[config.mk]
export PLATFORM = sky130hd
export DESIGN_NAME = rtch_div
export DESIGN_NICKNAME = d
export VERILOG_FILES = /design/src/rtch_pkg.sv /design/src/rtch_div.sv
export SDC_FILE = /design/constraint.sdc
export NUM_CORES = 1
export LEC_CHECK = 0
export BUFFER_PORTS_ARGS = -buffer_cell sky130_fd_sc_hd__buf_2
export CORE_AREA = 2 2 134 136
export DETAILED_ROUTE_END_ITERATION = 7
export DIE_AREA = 0 0 136 138
export PLACE_DENSITY = 0.75
export SLEW_MARGIN = 20
export SYNTH_ARGS = -nofsm -noshare
export SYNTH_HDL_FRONTEND = slang
export SYNTH_SLANG_ARGS = --single-unit
[constraint.sdc]
create_clock -name clk -period 5.1 [get_ports clk]
set_input_delay 0.255 -clock clk [delete_from_list [all_inputs] [get_ports clk]]
set_output_delay 0.255 -clock clk [all_outputs]
set_load 0.02 [all_outputs]
[src/rtch_pkg.sv]
// ----------------------------------------------------------------------------
// rtch_pkg
// Shared types and constants for the ray/triangle closest-hit engine.
// ----------------------------------------------------------------------------
package rtch_pkg;

  localparam int unsigned QW        = 32;
  localparam int unsigned FACE_W    = 16;
  localparam logic signed [QW-1:0] EPS_Q = 32'sd7;
  localparam logic signed [QW-1:0] S32_MAX = 32'sh7FFF_FFFF;
  localparam logic signed [QW-1:0] S32_MIN = 32'sh8000_0000;
  localparam logic [16:0] MAX_FACES = 17'd65536;

  localparam logic [2:0] REG_ORG_X = 3'd0;
  localparam logic [2:0] REG_ORG_Y = 3'd1;
  localparam logic [2:0] REG_ORG_Z = 3'd2;
  localparam logic [2:0] REG_DIR_X = 3'd3;
  localparam logic [2:0] REG_DIR_Y = 3'd4;
  localparam logic [2:0] REG_DIR_Z = 3'd5;
  localparam logic [2:0] REG_MODE  = 3'd6;

  typedef logic signed [QW-1:0] q_t;

  // start/operands/results of the shared divider
  typedef struct packed {
    logic        start;
    logic signed [QW-1:0] num;
    logic signed [QW-1:0] den;
  } div_req_t;

  typedef struct packed {
    logic        done;
    logic signed [QW-1:0] quo;
  } div_rsp_t;

  function automatic q_t sat32(input logic signed [65:0] x);
    if (x > 66'sd2147483647) return S32_MAX;
    if (x < -66'sd2147483648) return S32_MIN;
    return x[QW-1:0];
  endfunction

endpackage

[src/rtch_div.sv]
// ----------------------------------------------------------------------------
// rtch_div
// Radix-2 restoring divider: sat32((num * 65536) / den), den > 0,
// truncated toward zero. One quotient bit per cycle.
// ----------------------------------------------------------------------------
module rtch_div (
  input  logic               clk,
  input  logic               rst_n,
  input  rtch_pkg::div_req_t req,
  output rtch_pkg::div_rsp_t rsp
);

  logic [47:0] dvd_r, dvd_nxt;
  logic [31:0] den_r, den_nxt;
  logic [32:0] rem_r, rem_nxt;
  logic [5:0]  cnt_r, cnt_nxt;
  logic        busy_r, busy_nxt;
  logic        neg_r, neg_nxt;
  logic        done_r, done_nxt;
  logic [47:0] quo_r, quo_nxt;
  logic [32:0] trial;
  logic [33:0] shifted;
  logic signed [65:0] sq;
  logic [31:0] anum;

  assign anum = req.num[31] ? (~req.num + 32'd1) : req.num;

  always_comb begin
    dvd_nxt  = dvd_r;
    den_nxt  = den_r;
    rem_nxt  = rem_r;
    cnt_nxt  = cnt_r;
    busy_nxt = busy_r;
    neg_nxt  = neg_r;
    quo_nxt  = quo_r;
    done_nxt = 1'b0;
    shifted  = {rem_r, dvd_r[47]};
    trial    = shifted[32:0] - {1'b0, den_r};
    if (req.start) begin
      dvd_nxt  = {anum, 16'd0};
      den_nxt  = req.den;
      rem_nxt  = '0;
      cnt_nxt  = 6'd48;
      busy_nxt = 1'b1;
      neg_nxt  = req.num[31];
      quo_nxt  = '0;
    end else if (busy_r) begin
      dvd_nxt = {dvd_r[46:0], 1'b0};
      if (shifted[32:0] >= {1'b0, den_r}) begin
        rem_nxt = trial;
        quo_nxt = {quo_r[46:0], 1'b1};
      end else begin
        rem_nxt = shifted[32:0];
        quo_nxt = {quo_r[46:0], 1'b0};
      end
      cnt_nxt = cnt_r - 6'd1;
      if (cnt_r == 6'd1) begin
        busy_nxt = 1'b0;
        done_nxt = 1'b1;
      end
    end
  end

  always_ff @(posedge clk) begin
    if (!rst_n) begin
      busy_r <= 1'b0;
      done_r <= 1'b0;
      cnt_r  <= '0;
    end else begin
      busy_r <= busy_nxt;
      done_r <= done_nxt;
      cnt_r  <= cnt_nxt;
    end
    dvd_r <= dvd_nxt;
    den_r <= den_nxt;
    rem_r <= rem_nxt;
    neg_r <= neg_nxt;
    quo_r <= quo_nxt;
  end

  always_comb begin
    sq = neg_r ? -$signed({18'd0, quo_r}) : $signed({18'd0, quo_r});
    rsp.done = done_r;
    rsp.quo  = rtch_pkg::sat32(sq);
  end

endmodule

==> metrics.cfg <==
[outcome]
status=finished, final reports clean

[timing]
period_share=0.9556
setup_viol=0
worst_pin_slew_ps=1094
drv_slew=0
fmax_mhz=205.2
hold_violations=0
fin_worst_skew_ps=10.52
max-slew-margin-rel=0.2709
timing.final.crit_period_ps=4873

[setup_path]
cp_slowest_stage_delay_ps=700
startpoint_type=flip-flop
worst-path-buf-inv=1
cpMaxStageDelayCell=or4_1
cp.arrival_ps=4620
cp_max_fo=31
required_ps=4850
crit_path_end_kind=output port
path_depth=10
ff2ff_path_depth=11
critical_path.top_delay_family=simple AND/OR/NAND/NOR gates
path_class=flip-flop to output port
crit_chain=or4_1 -> or4_4 -> or3_4 -> or4b_4 -> xnor2_1 -> a2111oi_1 -> nand4_1 -> o31a_4 -> o21ai_0 -> buf_2

[yosys]
ys_seq_area_frac=0.3885
syn_inst=1095
synth_ff_type=dfxtp_1
synth_area_mm2=0.009559
yosys_register_bits=153
synth_warnings=0
avgSynthCellArea_um2=8.730
synth_area_leaders=edfxtp_1, dfxtp_1, xor2_1, mux2i_1, nor2_1
synth_top_area_frac=0.2042
synth_common_cells=nor2_1, dfxtp_1, nand2_1
synth_edf_count=65
synth_fp_nets=1199
async_flop_share=0
synth.most_common_cell=nor2_1
synth_top_cell_by_area=edfxtp_1
yosysUniqueCellTypes=65

[pwr]
power_density_mw_per_mm2=324.1
p_leak_nw=4.645
seq_power_share=0.393
swShare=0.3169
ir_drop_uv=263.8
pwr-share-clk=0.356
p_sw_mw=1.135
p_int_mw=2.445
comb_power_share=0.251
p_total_mw=3.580

[min_path]
hold_class=input pin to flip-flop
whs_path_depth=1

[finish]
area_growth_pct=15.55
drive_gt1_frac=0.1274
nets=1292
final_cells=1430
antenna_cells=0

[global_route]
grt_pass1_vias=7606
grt_pass1_wl_um=35670
grt_util_all_layers=0.2309
grt_max_degree=97
grt-ovfl-total=0
antenna_found_initial=0

[clock_network]
clk_pin_slew_worst_paths_ps=60
cts-root-buf=clkbuf_16
clk_latency_ps=430
cts_buffers=17
clockBufferDepth=2
clkSinkCount=153
tritoncts=yes
htree_levels=4

[placed_design]
port_buffers=99
dp_cells=1367
place_hpwl_um=14280
place_congestion=0.8529

[detailed_routing]
drc_errors=0
final_antenna_net_count=0
vias=8104
drt_pre_antenna_iters=5
drtIter0Drc=505
wl_per_cell_um=14.81
vias_per_cell=5.667
wl_um=21180

[flow_run]
drv_cap=0

[floorplanning]
num_io_pins=100
die_h_um=138
dieArea_mm2=0.01877
start_util=0.5452
coreArea_mm2=0.01753
rows=49
die_w_um=136

[metal layers]
layer,track usage,share of wire,up-vias
li1,-,-,4134
met4,0.06689,0.012,0
met3,0.05537,0.046,24
met5,0,0,-
met2,0.3645,0.47,167
met1,0.3157,0.48,3779
[flip-flops by register name (all words and copies together), names as in the netlist]
register / count
neg_r: 1
quo_r: 48
cnt_r: 6
rem_r: 32
done_r: 1
dvd_r: 32
busy_r: 1
den_r: 32
[path summary, 6_finish.rpt]
check / start / end / slack [ps]
min reg2reg: rem_r[28] / rem_r[28] / 460
max reg2reg: den_r[1] / rem_r[17] / 1510
min: req[0] / den_r[0] / 30
max: quo_r[2] / rsp[0] / 230
[worst reg2reg max path, delay by kind of cell (launching register included)]
family	cells	cell delay (ps)
simple gates	1	140
fa+ha+maj	1	300
flops	1	420
buf+inv	2	760
compound gates	7	1900
[layout by cell type (no fill, tap or decap), types with 5 or more instances in the layout]
cell type,n
nor2b_1,12
and3_1,5
o31ai_1,22
nor3_1,16
a21oi_1,60
nand2_1,84
edfxtp_1,65
a311oi_1,15
xnor2_1,24
or4_1,16
or3_1,18
nor3b_1,5
buf_4,6
nor4_1,13
buf_2,98
o21ai_1,30
inv_1,57
o41ai_1,12
dfxtp_1,87
or2_2,6
nand3_1,15
a211oi_1,12
clkbuf_16,18
nor2_1,139
o31a_1,5
mux2i_1,55
ha_1,36
a31oi_1,11
a21o_1,19
o21ai_0,45
xor2_1,69
dlygate4sd3_1,31
o21a_1,7
nand2b_1,9
nand4_1,12
[stage by stage]
step	util	hold WS (ps)	TNS (ps)	setup WS, ps	area (µm²)
3_3_place_gp	0.5778	432.1	0	596.8	10130
2_1_floorplan	-	353.9	0	721.6	9559
6_report	0.6299	33.48	0	226.5	11050
5_1_grt	0.6299	8.319	-98.00	-25.20	11050
3_5_place_dp	0.5778	433.1	0	455.7	10130
4_1_cts	0.6289	4.145	0	139.0	11030
[cell type report]
type,instances,area (µm²)
Fill cell,1547,6489
Multi-Input combinational cell,823,5376
Sequential cell,153,3717
Timing Repair Buffer,136,857.1
Clock buffer,20,467.9
Tap cell,229,286.5
Inverter,57,214.0
Clock inverter,12,126.4
[kinds of logic after synthesis]
group           synth area share
flops                     0.3885
xor+xnor                 0.08521
mux                      0.06113
buf+inv                  0.05052
simple gates              0.1848
fa+ha+maj                0.04921
compound gates            0.1806
[power by group through the flow]
stage | Combinational, mW | Clock, mW | Sequential [mW]
6_report | 0.898 | 1.27 | 1.41
5_1_grt | 0.999 | 1.36 | 1.42
3_3_place_gp | 0.858 | 0 | 1.43
2_1_floorplan | 0.677 | 0 | 1.42
3_5_place_dp | 0.873 | 0 | 1.43
4_1_cts | 0.896 | 1.30 | 1.41
[what timing repair did]
item,4_1_cts,5_1_grt
setup endpoints to repair,1,31
resized for setup,1,2
hold endpoints to repair,30,1
hold buffers,30,1
setup buffers,0,0
Power figures use the tool's default switching activity.
