[config.mk]
export PLATFORM = sky130hd
export DESIGN_NAME = rtch_mac
export DESIGN_NICKNAME = d
export VERILOG_FILES = /design/src/rtch_pkg.sv /design/src/rtch_mac.sv
export SDC_FILE = /design/constraint.sdc
export NUM_CORES = 2
export LEC_CHECK = 0
export BUFFER_PORTS_ARGS = -buffer_cell sky130_fd_sc_hd__buf_4
export CORE_ASPECT_RATIO = 1.5
export CORE_MARGIN = 5
export CORE_UTILIZATION = 40
export CTS_CLUSTER_SIZE = 12
export DETAILED_ROUTE_END_ITERATION = 6
export GPL_TIMING_DRIVEN = 1
export SLEW_MARGIN = 5
export SYNTH_ARGS = -nofsm -noshare
export SYNTH_HDL_FRONTEND = slang
export SYNTH_SLANG_ARGS = --single-unit
[constraint.sdc]
create_clock -name clk -period 10.95 [get_ports clk]
set_clock_uncertainty 0.05 [all_clocks]
set_input_delay 2.7375 -clock clk [delete_from_list [all_inputs] [get_ports clk]]
set_output_delay 2.7375 -clock clk [all_outputs]
set_load 0.05 [all_outputs]
[src/rtch_pkg.sv]
// ----------------------------------------------------------------------------
// rtch_pkg
// Shared types and constants for the ray/triangle closest-hit engine.
// ----------------------------------------------------------------------------
package rtch_pkg;

  localparam int unsigned QW        = 32;
  localparam int unsigned FACE_W    = 16;
  localparam logic signed [QW-1:0] EPS_Q = 32'sd7;
  localparam logic signed [QW-1:0] S32_MAX = 32'sh7FFF_FFFF;
  localparam logic signed [QW-1:0] S32_MIN = 32'sh8000_0000;
  localparam logic [16:0] MAX_FACES = 17'd65536;

  localparam logic [2:0] REG_ORG_X = 3'd0;
  localparam logic [2:0] REG_ORG_Y = 3'd1;
  localparam logic [2:0] REG_ORG_Z = 3'd2;
  localparam logic [2:0] REG_DIR_X = 3'd3;
  localparam logic [2:0] REG_DIR_Y = 3'd4;
  localparam logic [2:0] REG_DIR_Z = 3'd5;
  localparam logic [2:0] REG_MODE  = 3'd6;

  typedef logic signed [QW-1:0] q_t;

  // start/operands/results of the shared divider
  typedef struct packed {
    logic        start;
    logic signed [QW-1:0] num;
    logic signed [QW-1:0] den;
  } div_req_t;

  typedef struct packed {
    logic        done;
    logic signed [QW-1:0] quo;
  } div_rsp_t;

  function automatic q_t sat32(input logic signed [65:0] x);
    if (x > 66'sd2147483647) return S32_MAX;
    if (x < -66'sd2147483648) return S32_MIN;
    return x[QW-1:0];
  endfunction

endpackage

[src/rtch_mac.sv]
// ----------------------------------------------------------------------------
// rtch_mac
// Shared 32x32 multiplier with floor shift and a wide accumulator.
// ----------------------------------------------------------------------------
module rtch_mac (
  input  logic              clk,
  input  logic              clear,
  input  logic              en,
  input  logic              sub,
  input  rtch_pkg::q_t      a,
  input  rtch_pkg::q_t      b,
  output logic signed [65:0] acc
);

  logic signed [63:0] prod_r;
  logic               vld_r, sub_r;
  logic signed [65:0] acc_r, acc_nxt;
  logic signed [65:0] term;

  always_comb begin
    term    = {{18{prod_r[63]}}, prod_r[63:16]};
    acc_nxt = acc_r;
    if (vld_r) acc_nxt = sub_r ? acc_r - term : acc_r + term;
    if (clear) acc_nxt = '0;
  end

  always_ff @(posedge clk) begin
    prod_r <= a * b;
    vld_r  <= en;
    sub_r  <= sub;
    acc_r  <= acc_nxt;
  end

  assign acc = acc_r;

endmodule

==> results <==
- The global placer's final weighted congestion is around 0.9.
- Counting flops and latches in the post-synthesis netlist gives 116.
- The share of synthesized area in the top cell type comes to roughly 50%.
- The initial utilization of the core area, before any placement, comes to between 40 and 50%.
- The combined global-route utilization of all metal layers is around a quarter.
- The number of CTS-inserted buffers is 17.
- The synthesized area is approximately 44000 um2.
- STA classifies the critical path startpoint as an input port.
- Buffers placed on the I/O ports in this run total 133.
- The most prevalent standard cell on the critical path is sky130_fd_sc_hd__fa_1.
- The post-synthesis mux area share is 1.26%.
- The number of antenna violations at the first check in global routing is 3.
- The TritonCTS clock tree is yes.
- The starting DRC count in detailed routing is roughly 1800.
- The shortest period the worst path allows is a little over 10 ns.
- Setup violations remaining at the end of the flow were counted as 0.
- The leading cell type by number of instances after synthesis is sky130_fd_sc_hd__fa_1.
- The worst relative slew slack is 39.3%.
- The detailed-routing wirelength on met1 is ~45000 um.
- Summing the areas of all xor and xnor instances in the mapped netlist gives 3.27% of the synthesized area.
- Static timing analysis puts the maximum clock frequency at just under 0.1 GHz.
- The maximum number of pins on one net before global-route repair is 67.
- After Yosys synthesis, full adders, half adders and majority gates account for between 50% and 60% of the synthesized area.
- Pin placement for this block handled between 100 and 150 I/O pins.
- The post-CTS setup buffer count is 0.
- The number of nets still failing antenna checks after routing is 0.
- The quantity of gates resized following cts is 0.
- In this run, synthesis inferred 0 flip-flops with an integrated enable.
- The via count of the first global-routing pass is between 30000 and 40000.
- Setup repair after global routing left no endpoint under its margin.
- CTS saw about 120 sinks.
- Across the run, the number of max-cap violations was 0.
- After floorplanning, the core was sized to cover about 110000 um2.
- Clock latency on the worst-skew pair, taken at its later pin, is 0.43 ns.
- The number of slew-limit violations in the final report is 0.
- From synthesis to final layout, the design area changed by 7.15%.
- In the final timing run, aggregate negative setup slack is 0 ns.
- Synthesis produced a netlist with a net count of 6202.
- The floorplan has 148 rows.
- The routed wirelength normalized by instance count is between 20 and 25 um.
- The worst setup path is of the input port to register kind.
- The share of synthesized flip-flops with an asynchronous set or reset is 0%.
- The delay contributed by the slowest stage of the critical path is ~0.58 ns.
- The complex-gate fraction of the synthesized area is 6.38%.
- The average vias per placed instance is 5.24.
- The fraction of the cycle the final worst path needs is a little over 90%.
- The first-pass GRT wire length is ~210000 um.
- Of all nets on the critical path, the largest fanout is 19.
- The critical path data arrival time is about 10 ns.
- The worst hold path passes through 2 cells.
- The cell count of the worst reg-to-reg path is 26.
- The most used flip-flop cell after synthesis is sky130_fd_sc_hd__dfxtp_1.
- The die outline height is 415 um.
- The filler cells instantiated in the layout total roughly 11000.
- The post-synthesis average cell area is slightly above 9 um2.
- The routed wire length on met2 is between 70000 and 80000 um.
- The cell sitting at the root of the clock tree is a sky130_fd_sc_hd__clkbuf_16.
- The met3 wirelength from detailed routing is 5080 um.
- Of the cells placed in the final design, the portion with a size suffix greater than 1 is roughly 6%.
- The DRC violation count after routing is 0.
- On the critical path, the stage with the largest delay is an instance of sky130_fd_sc_hd__fa_1.
- The cell taking the most area after synthesis is sky130_fd_sc_hd__fa_1.
- The total wire length after detailed routing is around 130000 um.
- The maximum clock insertion buffer count is 2.
- The path category of the worst min-delay check is register to register.
- Summing over every cut layer, the via total after detailed routing is approximately 33000.
- The die area is about 120000 um2.
- STA classifies the critical path endpoint as a register.
- After synthesis, the largest family of logic cells by area is adder cells.
- The uppermost signal routing layer after detailed routing is met4.
- The H-tree level count is 4.
- The number of different library cells in the post-synthesis netlist is just over 80.
- The horizontal extent of the die is around 280 um.
- The number of hold violations in the final report was 0.
- The global route total overflow is 0.
- The worst-margin pin slew is around 0.91 ns.
- The area share of and/or/nand/nor cells after synthesis is ~16%.
- The clock transition at the registers of the reported paths is about 0.060 ns.
- In the post-synthesis netlist, the biggest area contributors are sky130_fd_sc_hd__fa_1 (50%), sky130_fd_sc_hd__inv_1 (8.9%), sky130_fd_sc_hd__ha_1 (7.0%).
- The number of nets in the final layout is 6187.
- The sequential share of the synthesized area is ~5.3%.
- The HPWL after detailed placement is 108000 um.
- Synthesis handed over a netlist of between 4000 and 5000 instances.
- During synthesis, Yosys emitted a total of 0 warnings.
- The run finished with clean final reports.
- Counting instances in the post-synthesis netlist gives the leading cell types as sky130_fd_sc_hd__fa_1 (1082), sky130_fd_sc_hd__inv_1 (1042), sky130_fd_sc_hd__nand2_1 (575), sky130_fd_sc_hd__and2_1 (491), sky130_fd_sc_hd__ha_1 (246).
- For the worst setup path, the data required time is 11.21 ns.
- The first detailed-routing pass took 7 iterations.
- For this design, the CTS-stage hold fixing added 0 buffers.
## final cells by class
| class | count | area, um2 | share of cell area [%] |
|---|---|---|---|
| Sequential cell | 116 | 2330 | 4.97 |
| Timing Repair Buffer | 214 | 1610 | 3.43 |
| Inverter | 1043 | 3920 | 8.36 |
| Multi-Input combinational cell | 3399 | 36600 | 78.0 |
| Tap cell | 1425 | 1780 | 3.81 |
| Antenna cell | 2 | 5.00 | 0.0107 |
| Clock inverter | 13 | 194 | 0.414 |
| Clock buffer | 19 | 464 | 0.991 |
## metrics by stage
stage / area, um2 / setup slack (ns) / hold slack (ns) / util [%] / instances
6_report: 46800 / 0.784 / 0.431 / 43.2 / 6231
5_1_grt: 46800 / 0.327 / 0.453 / 43.2 / 6230
4_1_cts: 46800 / 0.840 / 0.436 / 43.2 / 6229
3_5_place_dp: 46200 / 0.428 / 0.428 / 42.6 / 6197
3_3_place_gp: 46200 / 0.493 / 0.424 / 42.6 / 6197
2_1_floorplan: 43700 / 0.304 / 0.500 / - / 4806
## final timing paths
path,slack (ns),startpoint,to
max,0.78,b[8],prod_r[63]
max reg2reg,4.83,prod_r[16],acc[65]
min,0.43,acc[63],acc[63]
min reg2reg,0.43,acc[63],acc[63]
## metal layers
metal,global-route usage (%),up-vias
met5,0,-
met4,15.1,0
met3,2.13,432
met2,44.1,995
met1,24.9,17000
li1,-,14200
## logic make-up (layout without fill, tap and decap cells)
| kind of cell | count (synthesis) | in the layout |
|---|---|---|
| adders and majority gates | 1328 | 1328 |
| other | 0 | 2 |
| AOI/OAI and AO/OA | 433 | 433 |
| buffers and inverters | 1291 | 1289 |
| DFF | 116 | 116 |
| xor gates and xnor gates | 163 | 163 |
| muxes | 55 | 55 |
| and+or+nand+nor | 1420 | 1420 |
## flip-flops by register name, summed over array words and instances (netlist names)
name / count
acc: 66
prod_r: 48
sub_r: 1
vld_r: 1
## critical path, delay by kind of cell
family | cells | cell delay [ns]
xor+xnor | 1 | 0.12
compound gates | 8 | 2.01
simple gates | 3 | 0.58
fa+ha+maj | 9 | 4.09
buf+inv | 7 | 0.86
## placed cells by master (no fill, tap or decap), types with 28 or more instances in the layout
cell                      instances
sky130_fd_sc_hd__nand2_1        575
sky130_fd_sc_hd__o21ai_0         69
sky130_fd_sc_hd__a21o_1          50
sky130_fd_sc_hd__a21oi_1        157
sky130_fd_sc_hd__xnor2_1        125
sky130_fd_sc_hd__dfxtp_1        114
sky130_fd_sc_hd__xor2_1          38
sky130_fd_sc_hd__nand4_1         28
sky130_fd_sc_hd__fa_1          1082
sky130_fd_sc_hd__mux2i_1         55
sky130_fd_sc_hd__buf_4          214
sky130_fd_sc_hd__and2_1         491
sky130_fd_sc_hd__nor2_1         174
sky130_fd_sc_hd__nor3_1          29
sky130_fd_sc_hd__inv_1         1042
sky130_fd_sc_hd__ha_1           246
Power is not shown: default switching activity piles up to over one toggle a cycle in this logic, so the estimate is an artifact.
